## src/abfp_pkg.sv

```systemverilog
package abfp_pkg;

    localparam int STORE_DEPTH = 12;
    localparam int STORE_IDX_W = $clog2(STORE_DEPTH);

    localparam logic [7:0] OPEN_CHAR  = 8'h24;
    localparam logic [7:0] CLOSE_CHAR = 8'h23;
    localparam logic [7:0] DIGIT_BASE = 8'h30;

    localparam logic REG_FOLLOW_MODE = 1'b0;

    typedef logic [7:0]         byte_t;
    typedef logic signed [15:0] coord_t;
    typedef logic signed [29:0] area_t;
    typedef logic signed [31:0] product_t;

    function automatic coord_t decode3(input byte_t a, input byte_t b, input byte_t c);
        coord_t da;
        coord_t db;
        coord_t dc;
        da = coord_t'({8'b0, a}) - coord_t'({8'b0, DIGIT_BASE});
        db = coord_t'({8'b0, b}) - coord_t'({8'b0, DIGIT_BASE});
        dc = coord_t'({8'b0, c}) - coord_t'({8'b0, DIGIT_BASE});
        return (da <<< 6) + (da <<< 5) + (da <<< 2) + (db <<< 3) + (db <<< 1) + dc;
    endfunction

endpackage

```

## src/ascii_box_frame_parser_top.sv

```systemverilog
// Frame parser for '$'-opened, '#'-closed ASCII box reports. One byte is accepted every
// cycle while the result side keeps up; a closing '#' yields one result transaction once
// it has passed through both register stages, the first decoding the digits and the
// second holding the width-by-height product. Bytes that open, fill, abort or fall
// outside a frame produce no result. follow_mode is written through the APB port at
// address 0 and should only be changed while no transaction is in flight.
module ascii_box_frame_parser_top #(
    parameter int MAX_PAYLOAD = 20
) (
    input  logic                    aclk,
    input  logic                    aresetn,
    input  logic                    s_valid,
    output logic                    s_ready,
    input  abfp_pkg::byte_t         s_rx_byte,
    output logic                    m_valid,
    input  logic                    m_ready,
    output abfp_pkg::coord_t        m_center_x,
    output abfp_pkg::coord_t        m_center_y,
    output abfp_pkg::coord_t        m_box_width,
    output abfp_pkg::coord_t        m_box_height,
    output abfp_pkg::area_t         m_box_area,
    input  logic                    psel,
    input  logic                    penable,
    input  logic                    pwrite,
    input  logic [2:0]              paddr,
    input  logic [31:0]             pwdata,
    output logic [31:0]             prdata,
    output logic                    pready
);
    import abfp_pkg::*;

    localparam int CNT_W = $clog2(MAX_PAYLOAD + 1);
    localparam logic [CNT_W-1:0] CNT_MAX = CNT_W'(MAX_PAYLOAD);
    localparam logic [CNT_W-1:0] CNT_STORE = CNT_W'(STORE_DEPTH);

    logic              follow_reg;
    logic              in_frame_reg, in_frame_next;
    logic [CNT_W-1:0]  count_reg, count_next;
    byte_t             store_reg [STORE_DEPTH];
    byte_t             store_next [STORE_DEPTH];
    coord_t            held_width_reg, held_width_next;
    coord_t            held_height_reg, held_height_next;

    logic              s1_valid_reg, s1_valid_next;
    coord_t            s1_x_reg, s1_x_next;
    coord_t            s1_y_reg, s1_y_next;
    coord_t            s1_w_reg, s1_w_next;
    coord_t            s1_h_reg, s1_h_next;

    logic              m_valid_reg, m_valid_next;
    coord_t            m_x_reg, m_x_next;
    coord_t            m_y_reg, m_y_next;
    coord_t            m_w_reg, m_w_next;
    coord_t            m_h_reg, m_h_next;
    area_t             m_area_reg, m_area_next;

    logic              out_take;
    logic              s1_take;
    logic              in_take;
    logic              result_fire;
    coord_t            dec_w;
    coord_t            dec_h;
    product_t          product;

    assign pready = 1'b1;
    assign prdata = (paddr[2] == REG_FOLLOW_MODE) ? {31'b0, follow_reg} : 32'b0;

    always_ff @(posedge aclk) begin
        if (!aresetn) begin
            follow_reg <= 1'b0;
        end else if (psel && penable && pwrite && (paddr[2] == REG_FOLLOW_MODE)) begin
            follow_reg <= pwdata[0];
        end
    end

    assign out_take = !m_valid_reg || m_ready;
    assign s1_take  = !s1_valid_reg || out_take;
    assign s_ready  = s1_take;
    assign in_take  = s_valid && s_ready;

    assign dec_w = decode3(store_reg[6], store_reg[7], store_reg[8]);
    assign dec_h = decode3(store_reg[9], store_reg[10], store_reg[11]);
    assign product = product_t'(s1_w_reg) * product_t'(s1_h_reg);

    always_comb begin
        in_frame_next    = in_frame_reg;
        count_next       = count_reg;
        store_next       = store_reg;
        held_width_next  = held_width_reg;
        held_height_next = held_height_reg;
        result_fire      = 1'b0;
        if (in_take) begin
            if (!in_frame_reg) begin
                if (s_rx_byte == OPEN_CHAR) begin
                    in_frame_next = 1'b1;
                    count_next    = '0;
                    for (int i = 0; i < STORE_DEPTH; i++) begin
                        store_next[i] = '0;
                    end
                end
            end else if (s_rx_byte == CLOSE_CHAR) begin
                result_fire   = 1'b1;
                in_frame_next = 1'b0;
                count_next    = '0;
                for (int i = 0; i < STORE_DEPTH; i++) begin
                    store_next[i] = '0;
                end
                if (follow_reg) begin
                    held_width_next  = dec_w;
                    held_height_next = dec_h;
                end
            end else if (s_rx_byte != OPEN_CHAR) begin
                if (count_reg >= CNT_MAX) begin
                    in_frame_next = 1'b0;
                    count_next    = '0;
                    for (int i = 0; i < STORE_DEPTH; i++) begin
                        store_next[i] = '0;
                    end
                end else begin
                    if (count_reg < CNT_STORE) begin
                        store_next[count_reg[STORE_IDX_W-1:0]] = s_rx_byte;
                    end
                    count_next = count_reg + CNT_W'(1);
                end
            end
        end
    end

    always_comb begin
        s1_valid_next = s1_valid_reg;
        s1_x_next     = s1_x_reg;
        s1_y_next     = s1_y_reg;
        s1_w_next     = s1_w_reg;
        s1_h_next     = s1_h_reg;
        if (s1_take) begin
            s1_valid_next = result_fire;
            s1_x_next     = decode3(store_reg[0], store_reg[1], store_reg[2]);
            s1_y_next     = decode3(store_reg[3], store_reg[4], store_reg[5]);
            s1_w_next     = follow_reg ? dec_w : held_width_reg;
            s1_h_next     = follow_reg ? dec_h : held_height_reg;
        end
    end

    always_comb begin
        m_valid_next = m_valid_reg;
        m_x_next     = m_x_reg;
        m_y_next     = m_y_reg;
        m_w_next     = m_w_reg;
        m_h_next     = m_h_reg;
        m_area_next  = m_area_reg;
        if (out_take) begin
            m_valid_next = s1_valid_reg;
            m_x_next     = s1_x_reg;
            m_y_next     = s1_y_reg;
            m_w_next     = s1_w_reg;
            m_h_next     = s1_h_reg;
            m_area_next  = product[29:0];
        end
    end

    always_ff @(posedge aclk) begin
        if (!aresetn) begin
            in_frame_reg    <= 1'b0;
            count_reg       <= '0;
            held_width_reg  <= '0;
            held_height_reg <= '0;
            s1_valid_reg    <= 1'b0;
            m_valid_reg     <= 1'b0;
            for (int i = 0; i < STORE_DEPTH; i++) begin
                store_reg[i] <= '0;
            end
        end else begin
            in_frame_reg    <= in_frame_next;
            count_reg       <= count_next;
            held_width_reg  <= held_width_next;
            held_height_reg <= held_height_next;
            s1_valid_reg    <= s1_valid_next;
            m_valid_reg     <= m_valid_next;
            store_reg       <= store_next;
        end
    end

    always_ff @(posedge aclk) begin
        s1_x_reg   <= s1_x_next;
        s1_y_reg   <= s1_y_next;
        s1_w_reg   <= s1_w_next;
        s1_h_reg   <= s1_h_next;
        m_x_reg    <= m_x_next;
        m_y_reg    <= m_y_next;
        m_w_reg    <= m_w_next;
        m_h_reg    <= m_h_next;
        m_area_reg <= m_area_next;
    end

    assign m_valid      = m_valid_reg;
    assign m_center_x   = m_x_reg;
    assign m_center_y   = m_y_reg;
    assign m_box_width  = m_w_reg;
    assign m_box_height = m_h_reg;
    assign m_box_area   = m_area_reg;

endmodule
```

## config.mk

```make
export PLATFORM = sky130hd
export DESIGN_NAME = ascii_box_frame_parser_top
export DESIGN_NICKNAME = d
export VERILOG_FILES = /design/src/abfp_pkg.sv /design/src/ascii_box_frame_parser_top.sv
export SDC_FILE = /design/constraint.sdc
export NUM_CORES = 2
export LEC_CHECK = 0
export BUFFER_PORTS_ARGS = -buffer_cell sky130_fd_sc_hd__clkbuf_2
export CAP_MARGIN = 20
export CORE_MARGIN = 5
export CORE_UTILIZATION = 45
export CTS_BUF_LIST = sky130_fd_sc_hd__clkbuf_8 sky130_fd_sc_hd__clkbuf_16
export DETAILED_ROUTE_END_ITERATION = 12
export PLACE_DENSITY = 0.65
export SLEW_MARGIN = 40
export SYNTH_ARGS = -nofsm -noshare
export SYNTH_HDL_FRONTEND = slang
export SYNTH_SLANG_ARGS = --single-unit
```

## constraint.sdc

```tcl
create_clock -name aclk -period 10.8 [get_ports aclk]
set_input_delay 1.08 -clock aclk [delete_from_list [all_inputs] [get_ports aclk]]
set_output_delay 1.08 -clock aclk [all_outputs]
set_load 0.05 [all_outputs]
```

* Word level (Yosys, flattened, before mapping)
Index checks and enable logic that the tools add are counted.
** Storage, ports and cells
- Register bits :: 295
- Bits of input ports :: 50
- Output and inout bits :: 129
- Word-level logic and storage cells :: 111
** Cells by class
- $add $sub $neg :: 33
- $mul :: 1
- Magnitude comparators :: 4
- Equal/unequal tests :: 5
- Muxes and demuxes :: 25
- Bitwise logic cells :: 2
- Reduce and logical (&&, ||, !) cells :: 13
** Operator list (count)
- two-way mux 96 bit :: 6
- subtractor 8 x 6 -> 9 bit, second input constant :: 12
- bitwise mux 96 bit :: 1
- adder 15 x 14 -> 16 bit :: 4
- adder 16 x 10 -> 16 bit :: 4
- adder 16 x 11 -> 16 bit :: 4
- adder 16 x 12 -> 16 bit :: 4
- adder 16 x 9 -> 16 bit :: 4
- demux 8 bit (select 4 bit) :: 1
- two-way mux 16 bit :: 2
- multiplier 16 x 16 -> 30 bit :: 1
- two-way mux 5 bit :: 5
- == test 8 x 6 -> 1 bit, second input constant :: 2
- >= comparator 5 bit, second input constant :: 2
- two-way mux 1 bit :: 9
- two-way mux 8 bit :: 1
- != test 8 x 6 -> 1 bit, second input constant :: 1
- AND reduction 3 bit :: 2
- adder 5 x 1 -> 5 bit, second input constant :: 1
- logical AND 1 bit :: 5
- less-than comparator 5 x 1 -> 1 bit, second input constant :: 1
- less-than comparator 5 x 4 -> 1 bit, second input constant :: 1
- inverter 4 -> 5 bit :: 1
- != test 4 x 1 -> 1 bit, second input constant :: 1
- other kinds (6) :: 8

* Longest topological paths before layout
- Word-level depth :: 11
- Mapped depth :: 23
- Mapped depth without buffers :: 22

* Least setup slack after synthesis
OpenSTA, ideal clock, no wires.
- Path kind :: input -> register
- From :: input m_ready
- To :: register store_reg[17] in the netlist's numbering
- Setup time :: 117 ps
- Arrival time :: 7976 ps
- Required time :: 10683 ps
- Setup slack :: 2707 ps
- Cell stages on the path :: 9
- Buffers on the path :: 2
- Path through :: nand2b_1 or2_2 clkbuf_1 nand2_1 a21oi_1 nand2b_1 clkbuf_1 a31oi_2 a32o_1
** Between the ends
- Longest elaborated chain between the ends :: 4
** RTL lines
- start: declaration :: line ascii_box_frame_parser_top.sv:16 : input logic m_ready,
- logical OR 1 bit :: line ascii_box_frame_parser_top.sv:76 : assign out_take = !m_valid_reg || m_ready;
- logical OR 1 bit :: line ascii_box_frame_parser_top.sv:77 : assign s1_take = !s1_valid_reg || out_take;
- named net s_ready :: line ascii_box_frame_parser_top.sv:13 : output logic s_ready,
- logical AND 1 bit :: line ascii_box_frame_parser_top.sv:79 : assign in_take = s_valid && s_ready;
- AND reduction 4 bit (no line)
- end signal: assignment :: line ascii_box_frame_parser_top.sv:179 : store_reg <= store_next;
- end: declaration :: line ascii_box_frame_parser_top.sv:39 : byte_t store_reg [STORE_DEPTH];
The timed path passes the listed nets, and every way through them passes these cells.
A chain may end at the register's enable or synchronous reset.

* Worst setup path after layout
- From :: register s1_w_reg[7]
- To :: register m_area_reg[28] (netlist: m_box_area[28]), data pin
** Between the ends
- Longest elaborated chain between the ends :: 1
** RTL lines
- start: declaration :: line ascii_box_frame_parser_top.sv:47 : coord_t s1_w_reg, s1_w_next;
- start signal: assignment :: line ascii_box_frame_parser_top.sv:186 : s1_w_reg <= s1_w_next;
- multiplier 16 x 16 -> 30 bit :: line ascii_box_frame_parser_top.sv:83 : assign product = product_t'(s1_w_reg) * product_t'(s1_h_reg);
- named net product[28] :: line ascii_box_frame_parser_top.sv:63 : product_t product;
- end signal: assignment :: line ascii_box_frame_parser_top.sv:192 : m_area_reg <= m_area_next;
- end: declaration :: line ascii_box_frame_parser_top.sv:55 : area_t m_area_reg, m_area_next;
The timed path passes the listed nets, and every way through them passes these cells.

==> qor.csv <==
metric,value,unit
num_vias,17500,
ys_ff_latch,295,
worst-endpoint-arrival,7.64,ns
ios,179,
period_share,67.5,%
rsz0062_at_grt,no,
cp-start-kind,flip-flop,
nNetsFinal,3217,
die_h,252,µm
powerDensity,88.4,mW/mm²
drc,0,
grt_max_degree,78,
worst_slack,3.51,ns
max-slew-margin-rel,43.2,%
synth.top_cell.area_share,29.4,%
place_congestion,0.867,
die_w,252,µm
core,0.0579,mm²
grt_pass1_wl,95.6,mm
clk_latency,0.60,ns
cts-buffers-inserted,37,
cts_setup_buffers,0,
synth.distinct_cells,68,
synthXorXnorAreaFrac,4.38,%
finalHoldViolations,0,
antenna_found_initial,2,
htree_levels,2,
grt_pass1_vias,19000,
critPathMaxStageDelay,0.87,ns
cp_data_required_time,11.16,ns
synth_area_leaders,"fa_1 (29%), edfxtp_1 (18%), dfxtp_1 (10%)",
syn_inst,2506,
synthArstFlopShare,0,%
synth_top_family_by_area,adder cells,
clk_pin_slew,0.07,ns
initial_utilization,45.6,%
area_delta_synth_final,9.35,%
dieArea,0.0636,mm²
cts-hold-fix-buffers,0,
grt_overflow,0,
diodes,0,
endpoint_kind,flip-flop,
slew_viol_final,0,
routed_wl,57.0,mm
drive_gt1_share,9.07,%
irDropWorstVdd,0.0853,mV
netlist_area,0.0264,mm²
clock_sinks,295,
place_ws,3.58,ns
cts-root-buf,clkbuf_16,
cpMaxStageDelayCell,edfxtp_1,
postRouteAntennaNets,0,
synth_compound_area_share,7.99,%
num_rows,88,
syn_avg_cell_area,10.5,µm²
tightestPinTransition,0.851,ns
worstHoldPathType,reg -> reg,
largest_register_ffs,96,
ctsResizeCount,0,
synthMuxAreaShare,1.35,%
status,"finished, final reports clean",
synth_seq_area_share,28.4,%
multi_input_area,0.0168,mm²
ctsLongestPathBuffers,3,
ys.flop_type,edfxtp_1,
drt_iter0_markers,886,
register_area,0.00749,mm²
synth-simple-area-share,11.2,%
num-fill-cells,5247,
drv_cap,0,
wl_per_cell,16.8,µm
setup_viol,0,
portBuffers,113,
fmaxAchievable,0.137,GHz
yosys.area.top_type,fa_1,
first_pass_iters,5,
hpwl,43.6,mm
rrSetupSlack,3.51,ns
setup_tns,0,ns
tritoncts,yes,
synth-warning-count,0,
finalPower,2.55,mW
viasPerCell,5.16,
min_period,7.29,ns
synth_edf_count,158,
worstPathCellList,nand2_1 > fa_1 > inv_1 > fa_1 > inv_1 > fa_1 > inv_1 > fa_1 > fa_1 > inv_1 > fa_1 > inv_1 > ha_1 > nand2_1 > a2111oi_0 > o21ai_0 > a21oi_1 > nor3_1 > mux2i_1 > a211o_1,
critPathKind,reg -> reg,
synth_fa_ha_area_share,38.1,%
grtUsageTotal,18.4,%
fin_skew,0.0484,ns
critical_path.most_common_cell,fa_1,
leakagePower,13.0,nW
path_max_fanout,17,
[where the power goes]
part           switching, mW  internal (mW)
Combinational         0.0731         0.0183
Sequential            0.0105           1.18
Clock                  0.525          0.750
Total                  0.609           1.95
[through the flow]
| stage | hold WS (ns) | cells | area, µm² | utilization, % |
|---|---|---|---|---|
| after floorplan | 0.400 | 2536 | 26500 | - |
| after global placement | 0.404 | 3321 | 27600 | 47.6 |
| after detailed placement | 0.408 | 3322 | 27600 | 47.6 |
| after CTS | 0.421 | 3390 | 28900 | 49.8 |
| after global routing | 0.425 | 3390 | 28900 | 49.9 |
| final | 0.419 | 3390 | 28900 | 49.9 |
[cells by family (layout without fill, tap and decap cells)]
group           Yosys count  count (layout)
compound gates          307             307
xor+xnor                132             132
fa+ha+maj               571             571
buf+inv                 558             647
flops                   295             295
mux                      32              32
other cells               2              32
simple gates            609             609
[final timing paths]
path,startpoint,endpoint,depth (start not counted)
max,s1_w_reg[7],m_box_area[28],20
min,s1_x_reg[14],m_center_x[14],0
max reg2reg,s1_w_reg[7],m_box_area[28],20
min reg2reg,s1_x_reg[14],m_center_x[14],0
[critical path: cells and delay by family (launching register included)]
| family | cells | cell delay, ns |
|---|---|---|
| adder cells (fa/ha/maj) | 7 | 3.37 |
| AO/OA/AOI/OAI | 4 | 1.91 |
| flip-flops | 1 | 0.87 |
| AND/OR/NAND/NOR | 3 | 0.47 |
| buffers and inverters | 5 | 0.27 |
| multiplexers | 1 | 0.15 |
[cell usage in the layout, fill, tap and decap left out, types with 13 or more instances in the layout]
cell type / Yosys / routed
inv_1: 453 / 458
fa_1: 388 / 388
nand2_1: 243 / 243
ha_1: 183 / 183
edfxtp_1: 158 / 158
dfxtp_1: 137 / 137
and2_1: 125 / 125
clkbuf_2: 1 / 113
a21oi_1: 108 / 107
xnor2_1: 95 / 95
nor2_1: 71 / 71
nand3_1: 60 / 60
clkbuf_16: 0 / 39
xor2_1: 37 / 37
o31ai_1: 37 / 37
o21ai_0: 33 / 33
conb_1: 2 / 32
mux2_2: 29 / 29
nor3_1: 27 / 24
a21o_1: 22 / 22
nand2b_1: 22 / 21
a32o_1: 19 / 19
nor2b_1: 13 / 13
[synth_stat cells, types with 8 or more instances]
cell type / instances
a22oi_1: 12
xnor2_1: 95
nor2b_1: 13
ha_1: 183
a21o_1: 22
nor3_1: 27
inv_1: 453
edfxtp_1: 158
nand3_1: 60
mux2_2: 29
nand2_1: 243
dfxtp_1: 137
fa_1: 388
clkbuf_1: 53
or3_1: 11
and2_1: 125
nor2_1: 71
nand2b_1: 22
xor2_1: 37
a211oi_1: 11
o31ai_1: 37
buf_4: 33
a32o_1: 19
a21oi_1: 108
and3_1: 8
o21ai_0: 33
a21boi_0: 9
[metal layers]
metal / wire length (µm) / vias up / global-route usage [%] / share of wire, %
met2: 29100 / 395 / 32.8 / 51
met5: 11 / - / 0 / 0.019
li1: - / 8154 / - / -
met3: 2900 / 99 / 2.48 / 5.1
met1: 23300 / 8830 / 23.1 / 41
met4: 1670 / 2 / 6.30 / 2.9
[area by class of cell]
class	instances	share of cell area, %
timing repair buffer	125	2.28
clock inverter	24	0.806
tap	765	3.31
clock buffer	44	3.62
inverter	454	5.90
multi-input combinational	1683	58.1
sequential	295	25.9
No activity file was read; power rests on OpenSTA's default activity.
